$ cat src/hw/rtl/dmxtx_pkg.sv
// shared types and constants for the dmx512 packet transmitter
`default_nettype none
package dmxtx_pkg;

   localparam int SLOT_COUNT_DEF = 512;

   localparam int CMD_W      = 2;
   localparam int SLOT_IDX_W = 9;
   localparam int SLOT_VAL_W = 8;
   localparam int SLOT_CNT_W = 10;
   localparam int LEN_W      = 16;
   localparam int BIT_W      = 8;
   localparam int CSR_IDX_W  = 2;
   localparam int CSR_DATA_W = 16;
   localparam int FRAME_W    = 11;
   localparam int BITPOS_W   = 4;
   localparam int EPOCH_W    = 4;

   localparam logic [LEN_W-1:0]    BREAK_LENGTH_RST = 16'd150;
   localparam logic [LEN_W-1:0]    MAB_LENGTH_RST   = 16'd15;
   localparam logic [BIT_W-1:0]    BIT_TICKS_RST    = 8'd4;
   localparam logic [BITPOS_W-1:0] FRAME_BITS       = 4'd11;
   localparam logic [FRAME_W-1:0]  FRAME_IDLE       = 11'h7ff;
   localparam logic [SLOT_VAL_W-1:0] START_CODE     = 8'h00;

   typedef enum logic [CMD_W-1:0] {
      CMD_TICK  = 2'd0,
      CMD_WRITE = 2'd1,
      CMD_CLEAR = 2'd2,
      CMD_SEND  = 2'd3
   } cmd_type;

   typedef enum logic [CSR_IDX_W-1:0] {
      CSR_BREAK_LENGTH = 2'd0,
      CSR_MAB_LENGTH   = 2'd1,
      CSR_BIT_TICKS    = 2'd2,
      CSR_UNUSED       = 2'd3
   } csr_idx_type;

   typedef enum logic [3:0] {
      PH_IDLE  = 4'b0001,
      PH_BREAK = 4'b0010,
      PH_MAB   = 4'b0100,
      PH_FRAME = 4'b1000
   } phase_type;

   typedef struct packed {
      cmd_type                 command;
      logic [SLOT_IDX_W-1:0]   slot_index;
      logic [SLOT_VAL_W-1:0]   slot_value;
      logic [SLOT_CNT_W-1:0]   slot_count;
   } req_type;

   typedef struct packed {
      logic line_level;
      logic busy_res;
      logic status;
   } rsp_type;

   typedef struct packed {
      logic [LEN_W-1:0] break_length;
      logic [LEN_W-1:0] mab_length;
      logic [BIT_W-1:0] bit_ticks;
   } cfg_type;

   typedef struct packed {
      logic                  wr_en;
      logic                  clr;
      logic [SLOT_IDX_W-1:0] idx;
      logic [SLOT_VAL_W-1:0] data;
   } store_cmd_type;

endpackage
`default_nettype wire

$ cat src/hw/rtl/dmxtx_seq.sv
// packet sequencer: break, mark after break and serial frames
`default_nettype none
module dmxtx_seq #(
   parameter int SLOT_COUNT = dmxtx_pkg::SLOT_COUNT_DEF
) (
   input  wire logic                             clock,
   input  wire logic                             reset,
   input  wire logic                             req_fire,
   input  wire dmxtx_pkg::req_type               req_item,
   input  wire dmxtx_pkg::cfg_type               cfg,
   input  wire logic [dmxtx_pkg::SLOT_VAL_W-1:0] slot_data,
   output dmxtx_pkg::rsp_type                    rsp_item,
   output dmxtx_pkg::store_cmd_type              st_cmd,
   output logic [(SLOT_COUNT > 1 ? $clog2(SLOT_COUNT) : 1)-1:0] rd_idx
);
   import dmxtx_pkg::*;

   localparam int ADDR_W = (SLOT_COUNT > 1) ? $clog2(SLOT_COUNT) : 1;
   localparam int CNT_W  = $clog2(SLOT_COUNT + 1);
   localparam logic [SLOT_CNT_W-1:0] MAX_REQ = SLOT_CNT_W'(SLOT_COUNT);
   localparam logic [CNT_W-1:0]      MAX_CNT = CNT_W'(SLOT_COUNT);

   phase_type              phase_ff, phase_in;
   logic [LEN_W-1:0]       tick_ff, tick_in;
   logic [BITPOS_W-1:0]    bitpos_ff, bitpos_in;
   logic [FRAME_W-1:0]     shift_ff, shift_in;
   logic [CNT_W-1:0]       sent_ff, sent_in;
   logic [CNT_W-1:0]       total_ff, total_in;

   logic [LEN_W-1:0]       tick_inc;
   logic [BITPOS_W-1:0]    bit_inc;
   logic                   status;
   logic [15:0]            shift_wide;

   assign tick_inc = tick_ff + LEN_W'(1);
   assign bit_inc  = bitpos_ff + BITPOS_W'(1);

   always_comb begin
      phase_in  = phase_ff;
      tick_in   = tick_ff;
      bitpos_in = bitpos_ff;
      shift_in  = shift_ff;
      sent_in   = sent_ff;
      total_in  = total_ff;
      status    = 1'b0;
      st_cmd.wr_en = 1'b0;
      st_cmd.clr   = 1'b0;
      st_cmd.idx   = req_item.slot_index;
      st_cmd.data  = req_item.slot_value;
      if (req_fire) begin
         if (req_item.command == CMD_TICK) begin
            case (phase_ff)
               PH_BREAK: begin
                  tick_in = tick_inc;
                  if (tick_inc >= cfg.break_length) begin
                     phase_in = PH_MAB;
                     tick_in  = '0;
                  end
               end
               PH_MAB: begin
                  tick_in = tick_inc;
                  if (tick_inc >= cfg.mab_length) begin
                     phase_in  = PH_FRAME;
                     shift_in  = {2'b11, START_CODE, 1'b0};
                     bitpos_in = '0;
                     tick_in   = '0;
                  end
               end
               PH_FRAME: begin
                  tick_in = tick_inc;
                  if (tick_inc >= {{(LEN_W-BIT_W){1'b0}}, cfg.bit_ticks}) begin
                     tick_in   = '0;
                     bitpos_in = bit_inc;
                     if (bit_inc >= FRAME_BITS) begin
                        if (sent_ff < total_ff) begin
                           // next slot was prefetched while this frame went out
                           shift_in  = {2'b11, slot_data, 1'b0};
                           bitpos_in = '0;
                           sent_in   = sent_ff + CNT_W'(1);
                        end else begin
                           phase_in  = PH_IDLE;
                           bitpos_in = '0;
                           shift_in  = FRAME_IDLE;
                        end
                     end
                  end
               end
               default: ;
            endcase
         end else if (phase_ff != PH_IDLE) begin
            status = 1'b1;
         end else begin
            case (req_item.command)
               CMD_WRITE: st_cmd.wr_en = 1'b1;
               CMD_CLEAR: st_cmd.clr   = 1'b1;
               CMD_SEND: begin
                  if (req_item.slot_count == '0 || req_item.slot_count > MAX_REQ) begin
                     total_in = MAX_CNT;
                  end else begin
                     total_in = CNT_W'(req_item.slot_count);
                  end
                  sent_in   = '0;
                  phase_in  = PH_BREAK;
                  tick_in   = '0;
                  bitpos_in = '0;
                  shift_in  = FRAME_IDLE;
               end
               default: ;
            endcase
         end
      end
   end

   assign shift_wide = {{(16-FRAME_W){1'b0}}, shift_in};

   always_comb begin
      case (phase_in)
         PH_BREAK: rsp_item.line_level = 1'b0;
         PH_FRAME: rsp_item.line_level = shift_wide[bitpos_in];
         default:  rsp_item.line_level = 1'b1;
      endcase
      rsp_item.busy_res = (phase_in != PH_IDLE);
      rsp_item.status   = status;
   end

   assign rd_idx = sent_ff[ADDR_W-1:0];

   always_ff @(posedge clock) begin
      if (reset) begin
         phase_ff  <= PH_IDLE;
         tick_ff   <= '0;
         bitpos_ff <= '0;
         shift_ff  <= FRAME_IDLE;
         sent_ff   <= '0;
         total_ff  <= '0;
      end else begin
         phase_ff  <= phase_in;
         tick_ff   <= tick_in;
         bitpos_ff <= bitpos_in;
         shift_ff  <= shift_in;
         sent_ff   <= sent_in;
         total_ff  <= total_in;
      end
   end

endmodule
`default_nettype wire

$ cat config.mk
export PLATFORM = sky130hd
export DESIGN_NAME = dmxtx_seq
export DESIGN_NICKNAME = d
export VERILOG_FILES = /design/src/hw/rtl/dmxtx_pkg.sv /design/src/hw/rtl/dmxtx_seq.sv
export SDC_FILE = /design/constraint.sdc
export NUM_CORES = 1
export LEC_CHECK = 0
export BUFFER_PORTS_ARGS = -buffer_cell sky130_fd_sc_hd__buf_2
export CORE_MARGIN = 4
export CORE_UTILIZATION = 55
export DETAILED_ROUTE_END_ITERATION = 8
export GPL_ROUTABILITY_DRIVEN = 0
export PLACE_DENSITY = 0.8
export SETUP_SLACK_MARGIN = 0.15
export SKIP_LAST_GASP = 1
export SLEW_MARGIN = 5
export SYNTH_ARGS = -nofsm -noshare
export SYNTH_HDL_FRONTEND = slang
export SYNTH_SLANG_ARGS = --single-unit
export TNS_END_PERCENT = 30
$ cat constraint.sdc
create_clock -name clock -period 6.32 [get_ports clock]
set_clock_uncertainty 0.2 [all_clocks]
set_input_delay 0.632 -clock clock [delete_from_list [all_inputs] [get_ports clock]]
set_output_delay 0.632 -clock clock [all_outputs]
set_load 0.01 [all_outputs]
==> impl_metrics.json <==
{
  "status": "finished clean",
  "cts_made_buffers": 5,
  "vias": 4380,
  "tritoncts": "done",
  "rsz0062_at_grt": "false",
  "area_growth_pct": 7.131,
  "p_switching_mw": 0.1945,
  "pwr-share-comb_pct": 14.5,
  "drt_iter0_markers": 233,
  "p_leak_nw": 2.286,
  "yosysSeqAreaShare_pct": 23.77,
  "synth_nets": 729,
  "yosys-top-cells-area": "dfxtp_1 (24%), ha_1 (15%), nor2_1 (6.0%)",
  "hold_violations": 0,
  "antenna_found_initial": 0,
  "worst_hold_slack_ns": 0.2662,
  "fmax_ghz": 0.1735,
  "drt_first_pass_iters": 5,
  "syn-cell-area_um2": 4632,
  "viasPerCell": 5.959,
  "stdcell_count": 735,
  "p_total_mw": 0.6667,
  "power_density_nw_per_um2": 134.3,
  "reg2reg_depth": 15,
  "io_buffers": 76,
  "cts_resized": 0,
  "grt_max_degree": 49,
  "die_w_um": 99.77,
  "p_seq_share_pct": 52.6,
  "die_y_um": 99.77,
  "p_int_mw": 0.4722,
  "yosysWarnings": 0,
  "hold_path_depth": 2,
  "synth-edff-count": 0,
  "grt_use_total_pct": 22.42,
  "cts.path.max_buffers": 2,
  "clkTransAtPathRegs_ns": 0.12,
  "yosys.area.top_type_share_pct": 23.77,
  "pin_count": 111,
  "cts_root_buffer": "clkbuf_8",
  "cts.htree.levels": 2,
  "max_slew_margin_pct": 41.78,
  "drv_cap": 0,
  "cts_sinks": 55,
  "initial_core_util_pct": 56.37,
  "cp-end-kind": "output port",
  "finalNetCount": 764,
  "dpl.hpwl_um": 8788,
  "antennaDiodeCount": 0,
  "async_reset_ff_share_pct": 0,
  "peakVddDrop_mv": 0.1089,
  "ys.flop_type": "dfxtp_1",
  "wire_per_inst_um": 15.42,
  "overflow": 0,
  "grt_pass1_wl_um": 18710,
  "fin_crit_sh_pct": 91.20,
  "ant_nets": 0,
  "fin_tns_setup_ns": 0,
  "synth.largest_area_cell": "dfxtp_1",
  "drc": 0,
  "critPathKind": "reg -> out",
  "post-cts-setup-buffers": 0,
  "netSwitchingFraction_pct": 29.17,
  "core_um2": 8217,
  "fin_crit_ns": 5.764,
  "critPathMaxFanout": 9,
  "worst_pin_slew_ns": 0.8733,
  "ys_ff_latch": 55,
  "die_area_um2": 9954,
  "arrival_ns": 4.93,
  "worstPathRequired_ns": 5.49,
  "hp-class": "reg -> reg",
  "drt_wl_total_um": 11340,
  "post_synth.cell_area_avg_um2": 7.798,
  "final_layout_size_suffix_gt1_share_pct": 16.35,
  "ys_types": 68,
  "grt_pass1_vias": 4222,
  "row_count": 33,
  "synthCells": 594,
  "postLayoutCoreUtil_pct": 60.39,
  "hold_buffers": 0,
  "clk_latency_ns": 0.32,
  "dpl.cell_count": 727,
  "setup_violations": 0,
  "start_kind": "flop",
  "slew_viol_final": 0,
  "p_clk_share_pct": 33.0
}
-- area by class of cell --
cell class / count / area [µm²]
Fill cell: 748 / 3254
Multi-Input combinational cell: 436 / 3038
Sequential cell: 55 / 1101
Timing Repair Buffer: 78 / 395.4
Inverter: 53 / 198.9
Tap cell: 105 / 131.4
Clock buffer: 5 / 68.82
Clock inverter: 3 / 28.78
-- stage by stage --
| stage | cell area [µm²] | setup WS [ns] |
|---|---|---|
| 2_1_floorplan | 4632 | 1.566 |
| 3_3_place_gp | 4865 | 1.233 |
| 3_5_place_dp | 4865 | 1.034 |
| 4_1_cts | 4962 | 0.6412 |
| 5_1_grt | 4962 | 0.2501 |
| 6_report | 4962 | 0.5561 |
-- synth_stat cells, types with 7 or more instances --
| cell | count |
|---|---|
| nand2b_1 | 9 |
| a211oi_1 | 7 |
| nor3_1 | 12 |
| nand4_1 | 8 |
| dfxtp_1 | 55 |
| a22oi_1 | 15 |
| ha_1 | 55 |
| and3_1 | 8 |
| buf_4 | 27 |
| nand2_1 | 26 |
| nor3b_1 | 9 |
| xor2_1 | 14 |
| o211ai_1 | 8 |
| nand3_1 | 17 |
| nor4_1 | 8 |
| a21oi_1 | 34 |
| xnor2_1 | 15 |
| nor2b_1 | 7 |
| o21ai_0 | 18 |
| nor2_1 | 74 |
| clkbuf_1 | 18 |
| inv_1 | 53 |
-- placed cells by master, fill, tap and decap left out, types with 8 or more instances in the layout --
cell,n
a21oi_1,34
nor3b_1,9
a22oi_1,15
nand2b_1,9
o211ai_1,8
nand3_1,17
and3_1,8
buf_2,76
o21ai_0,18
ha_1,55
nor3_1,12
xnor2_1,15
xor2_1,14
nand4_1,8
nor2_1,74
inv_1,53
dfxtp_1,55
nor4_1,8
nand2_1,26
-- sequential cells by signal, summed over array words and instances, names as in the netlist --
| signal | cells |
|---|---|
| bitpos_ff | 4 |
| phase_ff | 4 |
| sent_ff | 10 |
| shift_ff | 11 |
| tick_ff | 16 |
| total_ff | 10 |
-- worst paths after layout --
path         slack, ns                       end                      from
max               0.56               rsp_item[2]   tick_ff[0]$_SDFFE_PP0P_
min               0.27  total_ff[6]$_SDFFE_PP0P_  total_ff[6]$_SDFFE_PP0P_
max reg2reg       1.66  tick_ff[10]$_SDFFE_PP0P_   tick_ff[0]$_SDFFE_PP0P_
min reg2reg       0.27  total_ff[6]$_SDFFE_PP0P_  total_ff[6]$_SDFFE_PP0P_
-- layer usage --
metal,share of wire (%),vias to the layer above,GRT usage (%)
li1,-,2160,-
met1,44,2015,28.64
met2,48,173,37.20
met3,6.3,32,3.266
met4,2.2,0,10.40
met5,0,-,0
-- kinds of logic (layout without fill, tap and decap cells) --
group	after synthesis	in the layout	synth area share, %
AO/OA/AOI/OAI	135	135	19.96
adder cells (fa/ha/maj)	55	55	14.86
AND/OR/NAND/NOR	216	216	25.07
multiplexers	1	1	0.2161
XOR/XNOR	29	29	5.484
buffers and inverters	103	139	10.64
flip-flops	55	55	23.77
-- critical path, stage by stage, from the launching register on --
cell and delay [ns]:
dfxtp_1 0.52, ha_1 0.27, nand3_2 0.19, nor4_1 0.41, xor2_1 0.40, ha_1 0.22
nand3_1 0.09, or2_2 0.34, o31ai_1 0.31, a2111o_1 0.18, nor2_1 0.09, or3_4 0.42
a21o_1 0.22, a21oi_2 0.25, a2111oi_0 0.12, nor4_1 0.32, a21oi_1 0.11, buf_2 0.15
-- power groups by stage --
stage / Sequential [mW] / Clock [mW] / Combinational [mW]
2_1_floorplan: 0.358 / 0 / 0.0684
3_3_place_gp: 0.358 / 0 / 0.0927
3_5_place_dp: 0.358 / 0 / 0.0950
4_1_cts: 0.351 / 0.223 / 0.0961
5_1_grt: 0.351 / 0.241 / 0.108
6_report: 0.351 / 0.220 / 0.0964
(Power assumes the default switching activity.)
