**src/hw/rtl/dmxtx_pkg.sv**
```systemverilog
// shared types and constants for the dmx512 packet transmitter
`default_nettype none
package dmxtx_pkg;

   localparam int SLOT_COUNT_DEF = 512;

   localparam int CMD_W      = 2;
   localparam int SLOT_IDX_W = 9;
   localparam int SLOT_VAL_W = 8;
   localparam int SLOT_CNT_W = 10;
   localparam int LEN_W      = 16;
   localparam int BIT_W      = 8;
   localparam int CSR_IDX_W  = 2;
   localparam int CSR_DATA_W = 16;
   localparam int FRAME_W    = 11;
   localparam int BITPOS_W   = 4;
   localparam int EPOCH_W    = 4;

   localparam logic [LEN_W-1:0]    BREAK_LENGTH_RST = 16'd150;
   localparam logic [LEN_W-1:0]    MAB_LENGTH_RST   = 16'd15;
   localparam logic [BIT_W-1:0]    BIT_TICKS_RST    = 8'd4;
   localparam logic [BITPOS_W-1:0] FRAME_BITS       = 4'd11;
   localparam logic [FRAME_W-1:0]  FRAME_IDLE       = 11'h7ff;
   localparam logic [SLOT_VAL_W-1:0] START_CODE     = 8'h00;

   typedef enum logic [CMD_W-1:0] {
      CMD_TICK  = 2'd0,
      CMD_WRITE = 2'd1,
      CMD_CLEAR = 2'd2,
      CMD_SEND  = 2'd3
   } cmd_type;

   typedef enum logic [CSR_IDX_W-1:0] {
      CSR_BREAK_LENGTH = 2'd0,
      CSR_MAB_LENGTH   = 2'd1,
      CSR_BIT_TICKS    = 2'd2,
      CSR_UNUSED       = 2'd3
   } csr_idx_type;

   typedef enum logic [3:0] {
      PH_IDLE  = 4'b0001,
      PH_BREAK = 4'b0010,
      PH_MAB   = 4'b0100,
      PH_FRAME = 4'b1000
   } phase_type;

   typedef struct packed {
      cmd_type                 command;
      logic [SLOT_IDX_W-1:0]   slot_index;
      logic [SLOT_VAL_W-1:0]   slot_value;
      logic [SLOT_CNT_W-1:0]   slot_count;
   } req_type;

   typedef struct packed {
      logic line_level;
      logic busy_res;
      logic status;
   } rsp_type;

   typedef struct packed {
      logic [LEN_W-1:0] break_length;
      logic [LEN_W-1:0] mab_length;
      logic [BIT_W-1:0] bit_ticks;
   } cfg_type;

   typedef struct packed {
      logic                  wr_en;
      logic                  clr;
      logic [SLOT_IDX_W-1:0] idx;
      logic [SLOT_VAL_W-1:0] data;
   } store_cmd_type;

endpackage
`default_nettype wire

```
**src/hw/rtl/dmxtx_outq.sv**
```systemverilog
// two-entry result buffer between the sequencer and the rsp port
`default_nettype none
module dmxtx_outq (
   input  wire logic               clock,
   input  wire logic               reset,
   input  wire logic               push,
   input  wire dmxtx_pkg::rsp_type push_data,
   output logic                    push_ready,
   output logic                    rsp_valid,
   input  wire logic               rsp_ready,
   output dmxtx_pkg::rsp_type      rsp_data
);
   import dmxtx_pkg::*;

   logic    head_vld_ff, head_vld_in;
   logic    skid_vld_ff, skid_vld_in;
   rsp_type head_ff, head_in;
   rsp_type skid_ff, skid_in;
   logic    pop;

   assign pop        = head_vld_ff && rsp_ready;
   assign push_ready = !skid_vld_ff;

   always_comb begin
      head_vld_in = head_vld_ff;
      skid_vld_in = skid_vld_ff;
      head_in     = head_ff;
      skid_in     = skid_ff;
      if (pop) begin
         // a push during a pop only happens with the skid word empty
         if (push) begin
            head_in = push_data;
         end else begin
            head_in     = skid_ff;
            head_vld_in = skid_vld_ff;
            skid_vld_in = 1'b0;
         end
      end else if (push) begin
         if (!head_vld_ff) begin
            head_in     = push_data;
            head_vld_in = 1'b1;
         end else begin
            skid_in     = push_data;
            skid_vld_in = 1'b1;
         end
      end
   end

   always_ff @(posedge clock) begin
      if (reset) begin
         head_vld_ff <= 1'b0;
         skid_vld_ff <= 1'b0;
      end else begin
         head_vld_ff <= head_vld_in;
         skid_vld_ff <= skid_vld_in;
      end
      head_ff <= head_in;
      skid_ff <= skid_in;
   end

   assign rsp_valid = head_vld_ff;
   assign rsp_data  = head_ff;

endmodule
`default_nettype wire

```
**config.mk**
```make
export PLATFORM = sky130hd
export DESIGN_NAME = dmxtx_outq
export DESIGN_NICKNAME = d
export VERILOG_FILES = /design/src/hw/rtl/dmxtx_pkg.sv /design/src/hw/rtl/dmxtx_outq.sv
export SDC_FILE = /design/constraint.sdc
export NUM_CORES = 1
export LEC_CHECK = 0
export BUFFER_PORTS_ARGS = -buffer_cell sky130_fd_sc_hd__buf_2
export CAP_MARGIN = 25
export CORE_AREA = 2 2 39 41
export CTS_BUF_LIST = sky130_fd_sc_hd__clkbuf_4
export DETAILED_ROUTE_END_ITERATION = 16
export DIE_AREA = 0 0 41 43
export GPL_TIMING_DRIVEN = 1
export PLACE_DENSITY = 0.54
export SLEW_MARGIN = 20
export SYNTH_ARGS = -nofsm -noshare
export SYNTH_HDL_FRONTEND = slang
export SYNTH_SLANG_ARGS = --single-unit
```
**constraint.sdc**
```tcl
create_clock -name clock -period 2.55 [get_ports clock]
set_input_delay 0.51 -clock clock [delete_from_list [all_inputs] [get_ports clock]]
set_output_delay 0.51 -clock clock [all_outputs]
set_load 0.02 [all_outputs]
```
==> reports/metrics.yaml, run 1 <==
ant_nets: 0
via_count: 239
groute.usage.overall_pct: 8.704
path_clk_slew_ns: 0.05
peakVddDrop_v: 0.0001957
ys_warn_count: 0
port-buffer-count: 11
place.gp.congestion: 0.5630
fin_crit_sh_pct: 57.35
cts_resized: 0
critical_path_class: "reg -> reg"
drt-initial-drc-count: 1
max_cap_viol_count: 0
clock_sinks: 8
clk_latency_ns: 0.24
clockBufferDepth: 2
relSlewSlack_pct: 70.69
critPathLaunchType: "flip-flop"
die_h_um: 43
post-place-ws_ns: 0.9336
finalSetupViolations: 0
syn_area_per_cell_sq_um: 14.13
dr.pass1.iters: 2
drive_gt1_share_pct: 44.74
tightest_slew_ns: 0.4350
required_ns: 2.71
route.detailed.drc: 0
die_w_um: 41
synth_area_sq_um: 339.1
finalSetupTns_ns: 0
grt_pass1_wl_um: 986
holdBufCountCts: 0
grt_pass1_vias: 251
grt_start_max_net_pins: 10
seqPwrFrac_pct: 54.3
htreeDepth: 1
cts_inserted_buffers: 3
p_int_uw: 222.3
root_buffer: "clkbuf_4"
p_leak_nw: 0.1731
vias_per_cell: 4.426
cp_slowest_stage_delay_ns: 0.51
finClkSkew_ns: 0.0004319
final_cell_mix: "11 x buf_2, 6 x edfxtp_1, 3 x mux2_2, 3 x clkbuf_4"
routed_wl_um: 614
cp_cell_sequence: "nand2_1, ha_1, or4b_1, o31ai_1"
finalCriticalPeriod_ns: 1.462
crit_path_max_fanout: 9
nets: 48
die_area_sq_mm: 0.001763
wl_per_cell_um: 11.37
cts_tree: "yes"
worst-path-buf-inv: 0
synthCells: 24
syn_to_final_growth_pct: 28.78
antenna_found_initial: 0
end_kind: "flip-flop"
cp.arrival_ns: 1.62
hold_class: "in -> reg"
initial_utilization_pct: 24.50
p_switching_uw: 65.87
synth_top_area_cell: "edfxtp_1"
n_fill_cell: 139
final_common_cell: "buf_2"
syn-num-nets: 32
fmax_ghz: 0.6838
critPathSlowestCell: "or4b_1"
fp-row-count: 14
crit_family: "simple AND/OR/NAND/NOR gates"
ys_ff_latch: 8
postLayoutSetupSlackWorst_ns: 1.088
status: "finished clean"
yosysUniqueCellTypes: 14
clkPwrFrac_pct: 30.6
switching_share_pct: 22.85
r2r_slack_ns: 1.09
yosysTopAreaCellShare_pct: 53.14
cts_setup_buffers: 0
core_sq_mm: 0.001384
combPwrFrac_pct: 15.0
seq_area_frac_synth_pct: 64.94
grt_setup_unrepaired: "false"
hold_viol: 0
p_per_area_mw_per_mm2: 660.0
gr-total-overflow: 0
boundaryPins: 12
num_antenna_cells: 0
drv_slew: 0
synth_area_leaders: "edfxtp_1 53%, dfxtp_1 12%, mux2_2 10%, ha_1 3.7%, or4b_1 3.0%"
==> sequential cells by signal, indices dropped and copies added, names as in the netlist <==
register,flops
rsp_data,3
rsp_valid,1
skid_ff,3
skid_vld_ff,1
==> routing by layer <==
layer	share of wire [%]	routed length, um	global-route usage [%]	up-vias
met4	0	0	6.000	0
li1	-	-	-	120
met1	40	247	8.581	107
met5	0	0	0	-
met2	48	296	14.06	12
met3	11	70	3.141	0
==> synth_stat cells <==
master    number
o21ai_0        1
nand2_1        2
ha_1           1
a41oi_1        1
or4b_1         1
nor3b_1        1
edfxtp_1       6
nand3b_1       1
o21bai_1       1
nor2_1         1
dfxtp_1        2
mux2_2         3
o31ai_1        1
inv_1          2
==> kinds of logic after synthesis <==
group | Yosys count | share of synthesized area, %
compound gates | 4 | 8.488
fa+ha+maj | 1 | 3.689
buf+inv | 2 | 2.215
flops | 8 | 64.94
mux | 3 | 9.962
simple gates | 6 | 10.70
==> power groups by stage <==
stage          Clock, mW  Sequential (mW)  Combinational [mW]
2_1_floorplan          0            0.167              0.0175
3_3_place_gp           0            0.158              0.0413
3_5_place_dp           0            0.159              0.0438
4_1_cts           0.0954            0.156              0.0440
5_1_grt            0.101            0.157              0.0484
6_report          0.0883            0.157              0.0433
==> final cells by class <==
type | count | area (sq um) | share of cell area [%]
multi-input combinational | 14 | 111.4 | 25.50
clock buffer | 3 | 22.52 | 5.158
sequential | 8 | 220.2 | 50.43
timing repair buffer | 11 | 55.05 | 12.61
inverter | 2 | 7.507 | 1.719
tap | 16 | 20.02 | 4.585
==> stage by stage <==
step,area [sq um],hold slack [ns],util [%],power [mW],instances
after floorplan,339.1,0.5246,-,0.1844,24
after global placement,414.1,0.4719,29.93,0.1993,51
after detailed placement,414.1,0.4921,29.93,0.2028,51
after CTS,436.7,0.4515,31.56,0.2958,54
after global routing,436.7,0.4524,31.56,0.3066,54
final,436.7,0.4631,31.56,0.2882,54
==> path summary, 6_finish.rpt <==
path / from / end / cells past startpoint
worst max register to register: rsp_valid / skid_vld_ff / 4
worst max-delay path: rsp_valid / skid_vld_ff / 4
worst min register to register: skid_vld_ff / skid_vld_ff / 2
worst min-delay path: push_data[1] / skid_ff[1] / 1
Power figures use the tool's default switching activity.
==> inputs of run 2 (changes only) <==
--- a/config.mk
+++ b/config.mk
@@ -5,6 +5,7 @@
 export SDC_FILE = /design/constraint.sdc
 export NUM_CORES = 1
 export LEC_CHECK = 0
+export ABC_AREA = 1
 export BUFFER_PORTS_ARGS = -buffer_cell sky130_fd_sc_hd__buf_2
 export CAP_MARGIN = 25
 export CORE_AREA = 2 2 39 41
@@ -12,7 +13,7 @@
 export DETAILED_ROUTE_END_ITERATION = 16
 export DIE_AREA = 0 0 41 43
 export GPL_TIMING_DRIVEN = 1
-export PLACE_DENSITY = 0.54
+export PLACE_DENSITY = 0.55
 export SLEW_MARGIN = 20
 export SYNTH_ARGS = -nofsm -noshare
 export SYNTH_HDL_FRONTEND = slang
==> constraint.sdc (replaced) <==
create_clock -name clock -period 1.4 [get_ports clock]
set_input_delay 0.28 -clock clock [delete_from_list [all_inputs] [get_ports clock]]
set_output_delay 0.28 -clock clock [all_outputs]
set_load 0.02 [all_outputs]
==> run 2 against run 1 <==
- critical path type is now reg -> out
- clock skew up 0.0066 ns
- wire length down 9.9%
- sequential share of layout area down 1.7 points
- critical path depth down 3
- sequential power up 81%
- cell count up 20%
==> reports/metrics.yaml, run 2 <==
required_ns: 1.12  # -1.59 ns
crit_family: "flip-flops"
cp_cell_sequence: "buf_2"
fp-row-count: 14  # unchanged
dr.pass1.iters: 4  # +2
post-place-ws_ns: 0.2239  # -0.7097 ns
groute.usage.overall_pct: 8.815  # +0.11 points
num_antenna_cells: 0  # unchanged
vias_per_cell: 4.031  # -8.9%
dp_hpwl_um: 452.5
ys_ff_latch: 8  # unchanged
clockBufferDepth: 2  # unchanged
grt_setup_unrepaired: "false"
holdBufCountCts: 0  # unchanged
cts_inserted_buffers: 3  # unchanged
grt_pass1_wl_um: 938  # -4.9%
synthCells: 34  # +42%
worst-path-buf-inv: 1  # +1
synth_most_common_cell: "nand2_1"
hold_start: "reset"
hold_class: "in -> reg"
postLayoutCellArea_sq_um: 451.7  # +3.4%
p_per_area_mw_per_mm2: 1269  # +92%
ys.flop_type: "edfxtp_1"
postLayoutSetupSlackWorst_ns: 0.2346  # -0.8529 ns
grt_start_max_net_pins: 9  # -1
synth_area_sq_um: 346.6  # +2.2%
place.gp.congestion: 0.6913  # +23%
place_inst: 61  # +20%
r2r-start: "rsp_valid"
drv_slew: 0  # unchanged
cp.arrival_ns: 0.89  # -0.73 ns
seq_area_frac_synth_pct: 63.54  # -1.4 points
fin_crit_sh_pct: 83.24
yosysUniqueCellTypes: 13  # -1
ys_warn_count: 0  # unchanged
seqCellArea_sq_um: 220.2  # unchanged
wl_per_cell_um: 8.508  # -25%
critical_path_class: "reg -> out"
cp.depth: 1  # -3
path_clk_slew_ns: 0.05  # about the same
cts_resized: 0  # unchanged
finalSetupTns_ns: 0  # unchanged
finalSetupViolations: 0  # unchanged
ant_nets: 0  # unchanged
htreeDepth: 1  # unchanged
critPathLaunchType: "flip-flop"
p_leak_nw: 0.2051  # +19%
async_flop_share_pct: 0  # unchanged
syn_to_final_growth_pct: 30.33
status: "finished clean"
die_h_um: 43  # unchanged
hold_viol: 0  # unchanged
core_sq_mm: 0.001384  # unchanged
synth_commonest_cells: "8 x nand2_1, 6 x edfxtp_1, 5 x nand3_1, 3 x inv_1"
via_count: 262  # +9.6%
tightest_slew_ns: 0.4190  # -0.01601 ns
synth_area_leaders: "edfxtp_1 52%, dfxtp_1 12%, nand2_1 8.7%, nand3_1 7.2%, ha_1 3.6%"
synth_edf_count: 6  # unchanged
antenna_found_initial: 0  # unchanged
boundaryPins: 12  # unchanged
port-buffer-count: 11  # unchanged
cp_slowest_stage_delay_ns: 0.43  # -0.08 ns
routed_wl_um: 553  # -9.9%
final_cell_mix: "11 x buf_2, 8 x nand2_1, 6 x edfxtp_1"
synth_top_area_cell: "edfxtp_1"
syn_area_per_cell_sq_um: 10.19  # -28%
startpoint: "rsp_valid"
fmax_ghz: 0.8581
n_fill_cell: 143  # +2.9%
drive_gt1_share_pct: 38.78  # -6.0 points
drt-initial-drc-count: 5  # +4
yosysTopAreaCellShare_pct: 51.99  # -1.2 points
worstRegToRegCells: 4  # unchanged
grt_pass1_vias: 227  # -9.6%
fin_cells: 65  # +20%
clock_sinks: 8  # unchanged
critPathSlowestCell: "dfxtp_1"
max_cap_viol_count: 0  # unchanged
nets: 58  # +21%
initial_utilization_pct: 25.05  # +0.54 points
relSlewSlack_pct: 71.77  # +1.1 points
worstHoldPathCells: 2  # +1
route.detailed.drc: 0  # unchanged
gr-total-overflow: 0  # unchanged
place_area_sq_um: 421.7  # +1.8%
root_buffer: "clkbuf_4"
finalCriticalPeriod_ns: 1.165
peakVddDrop_v: 0.0005822  # +200%
syn-num-nets: 42  # +31%
multi_input_area_sq_um: 107.6  # -3.4%
clk_latency_ns: 0.26  # +0.02 ns
finClkSkew_ns: 0.007064  # +0.006632 ns
cts_setup_buffers: 0  # unchanged
die_w_um: 41  # unchanged
final_common_cell: "buf_2"
crit_path_max_fanout: 7  # -2
die_area_sq_mm: 0.001763  # unchanged
cts_tree: "yes"
post-route-util_pct: 32.64  # +1.1 points
end_kind: "output pin"
==> run 2: cell count changes after synthesis, moves of 2 or more <==
cell	previous run	this run
inv_2	0	2
nand2_1	2	8
nand2_2	0	2
nand3_1	0	5
mux2_2	3	0
==> run 2: layout make-up <==
class                      instances  area share, %
clock buffer                       4          6.648
timing repair buffer              11          12.19
tap                               16          4.432
inverter                           5          4.155
sequential                         8          48.75
multi-input combinational         21          23.82
==> run 2: final timing paths <==
| check | to | slack (ns) |
|---|---|---|
| setup / recovery | rsp_valid | 0.23 |
| hold / removal | skid_vld_ff | 0.19 |
| setup reg to reg | rsp_valid | 0.28 |
| hold reg to reg | skid_vld_ff | 0.45 |
==> run 2: power by group <==
group          internal (mW)  total [mW]  leakage, nW  switching [mW]
registers              0.276       0.284       0.0731         0.00842
logic                 0.0288      0.0813        0.114          0.0525
clock network          0.128       0.208       0.0184          0.0792
total                  0.433       0.573        0.205           0.140
==> run 2: routing by layer <==
metal / GRT usage [%] / part of all wire, % / wire [um]
met2: 9.375 / 39 / 215
met4: 6.000 / 2.7 / 15
met1: 10.93 / 48 / 267
met3: 7.853 / 9.9 / 55
met5: 0 / 0 / 0
==> run 2: kinds of logic (layout without fill, tap and decap cells) <==
group / Yosys count / in the layout / synth area share, %
AOI/OAI and AO/OA: 4 / 4 / 6.858
and+or+nand+nor: 16 / 16 / 20.58
DFF: 8 / 8 / 63.54
buffers and inverters: 5 / 20 / 5.416
adders and majority gates: 1 / 1 / 3.610
==> run 2: per-stage QoR <==
step	hold WS, ns	total power [mW]
2_1_floorplan	0.3491	0.3414
3_3_place_gp	0.4478	0.3697
3_5_place_dp	0.4494	0.3719
4_1_cts	0.1878	0.5838
5_1_grt	0.1852	0.6125
6_report	0.1926	0.5731
==> inputs of run 3 (changes only) <==
==> constraint.sdc (replaced) <==
create_clock -name clock -period 1.1 [get_ports clock]
set_input_delay 0.22 -clock clock [delete_from_list [all_inputs] [get_ports clock]]
set_output_delay 0.22 -clock clock [all_outputs]
set_load 0.02 [all_outputs]
==> run 3 against run 2 <==
- wire length grew 7.4%
- largest power group unchanged
- design area increased by 2.5%
- clock-buffer cell count unchanged
- first-iteration DRC count fell by 60%
- non-clock buffer count up 1
- highest routed layer unchanged
- sequential share of layout area is 0.38 points lower
- flip-flop and latch count unchanged
- worst setup slack lost 0.16 ns
- power rose by 29%
==> reports/metrics.yaml, run 3 (synthesis gave the netlist of run 2 again) <==
status: "finished clean"
finalCriticalPeriod_ns: 1.021
groute.usage.overall_pct: 8.925  # +0.11 points
finClkSkew_ns: 0.006720  # -0.0003442 ns
core_sq_mm: 0.001384  # unchanged
fp-row-count: 14  # unchanged
fin_cells: 66  # +1.5%
end_kind: "flip-flop"
drv_slew: 0  # unchanged
via_count: 279  # +6.5%
drt-initial-drc-count: 2  # -3
route.detailed.drc: 0  # unchanged
worstHoldPathCells: 2  # unchanged
cts_tree: "yes"
die_h_um: 43  # unchanged
htreeDepth: 1  # unchanged
n_fill_cell: 144  # +0.70%
port-buffer-count: 11  # unchanged
clock_sinks: 8  # unchanged
place.gp.congestion: 0.7709  # +12%
crit_path_max_fanout: 7  # unchanged
fmax_ghz: 0.9792
vias_per_cell: 4.227  # +4.9%
dr.pass1.iters: 3  # -1
finalSetupTns_ns: 0  # unchanged
clockBufferDepth: 2  # unchanged
boundaryPins: 12  # unchanged
critical_path_class: "reg -> reg"
peakVddDrop_v: 0.0007075  # +22%
max_cap_viol_count: 0  # unchanged
hold_viol: 0  # unchanged
grt_pass1_wl_um: 959  # +2.2%
p_per_area_mw_per_mm2: 1599  # +26%
nets: 59  # +1.7%
cts_setup_buffers: 0  # unchanged
critPathLaunchType: "flip-flop"
num_antenna_cells: 0  # unchanged
route.met2.wl_um: 234  # +8.8%
finalSetupViolations: 0  # unchanged
required_ns: 1.23  # +0.11 ns
drt-met1-wl_um: 302  # +13%
grt_start_max_net_pins: 9  # unchanged
relSlewSlack_pct: 83.11  # +11 points
tightest_slew_ns: 0.2524  # -0.1667 ns
p_leak_nw: 0.2105  # +2.6%
dp_hpwl_um: 459.5  # +1.5%
routed_wl_um: 594  # +7.4%
drive_gt1_share_pct: 42.00  # +3.2 points
grt_setup_unrepaired: "false"
die_area_sq_mm: 0.001763  # unchanged
worstRegToRegCells: 4  # unchanged
path_clk_slew_ns: 0.05  # about the same
gr-total-overflow: 0  # unchanged
root_buffer: "clkbuf_4"
cp.arrival_ns: 1.15  # +0.26 ns
highest_layer: "met4"
antenna_found_initial: 0  # unchanged
initial_utilization_pct: 25.05  # unchanged
place_inst: 62  # +1.6%
dr_wl_met3_um: 29  # -47%
wl_per_cell_um: 9.000  # +5.8%
syn_to_final_growth_pct: 33.57
post-route-util_pct: 33.45  # +0.81 points
die_w_um: 41  # unchanged
cts_inserted_buffers: 3  # unchanged
clk_latency_ns: 0.25  # about the same
hold_class: "in -> reg"
fin_crit_sh_pct: 92.84
final_common_cell: "buf_2"
ant_nets: 0  # unchanged
grt_pass1_vias: 231  # +1.8%
final_cell_mix: "11 x buf_2, 8 x nand2_1, 6 x edfxtp_1"
## run 3: cell types whose count changed in the layout (fill, tap and decap cells not counted), sizes merged
cell / previous run / this run
buf: 11 / 12
## run 3: repair_timing
action,in CTS,in global routing
endpoints found under the setup margin,0,1
hold buffers,0,0
resized for setup,0,1
## run 3: critical path: stages (launching register included)
cell,delay (ns)
dfxtp_4,0.37
nand2_2,0.07
ha_1,0.29
o21bai_1,0.13
a31oi_1,0.05
## run 3: path summary, 6_finish.rpt
| path | from | to | slack, ns |
|---|---|---|---|
| max | rsp_valid | rsp_valid | 0.08 |
| min | reset | skid_vld_ff | 0.13 |
| max reg2reg | rsp_valid | rsp_valid | 0.08 |
| min reg2reg | skid_vld_ff | skid_vld_ff | 0.45 |
## run 3: final cells by class
class / instances / area [sq um] / area share [%]
Multi-Input combinational cell: 21 / 107.6 / 23.24
Tap cell: 16 / 20.02 / 4.324
Sequential cell: 8 / 224.0 / 48.38
Clock buffer: 4 / 30.03 / 6.486
Inverter: 5 / 18.77 / 4.054
Timing Repair Buffer: 12 / 62.56 / 13.51
## run 3: power breakdown
group | leakage [nW] | internal, mW | switching [mW]
clock network | 0.0184 | 0.164 | 0.103
registers | 0.0736 | 0.352 | 0.0108
logic | 0.119 | 0.0424 | 0.0687
## run 3: per-stage QoR
step	hold WS (ns)	cell area [sq um]	power, mW	worst slack (ns)
floorplan	0.2891	347.8	0.4356	0.03060
global placement	0.3947	430.4	0.4781	0.08980
detailed placement	0.3954	430.4	0.4808	0.06057
CTS	0.1308	460.4	0.7520	0.05184
global route	0.1442	462.9	0.7816	0.003015
finish	0.1345	462.9	0.7400	0.07874
## run 3: routing by layer
metal / up-vias / GRT usage, %
li1: 147 / -
met1: 121 / 12.62
met2: 9 / 9.063
met3: 2 / 0
met4: 0 / 14.00
met5: - / 0
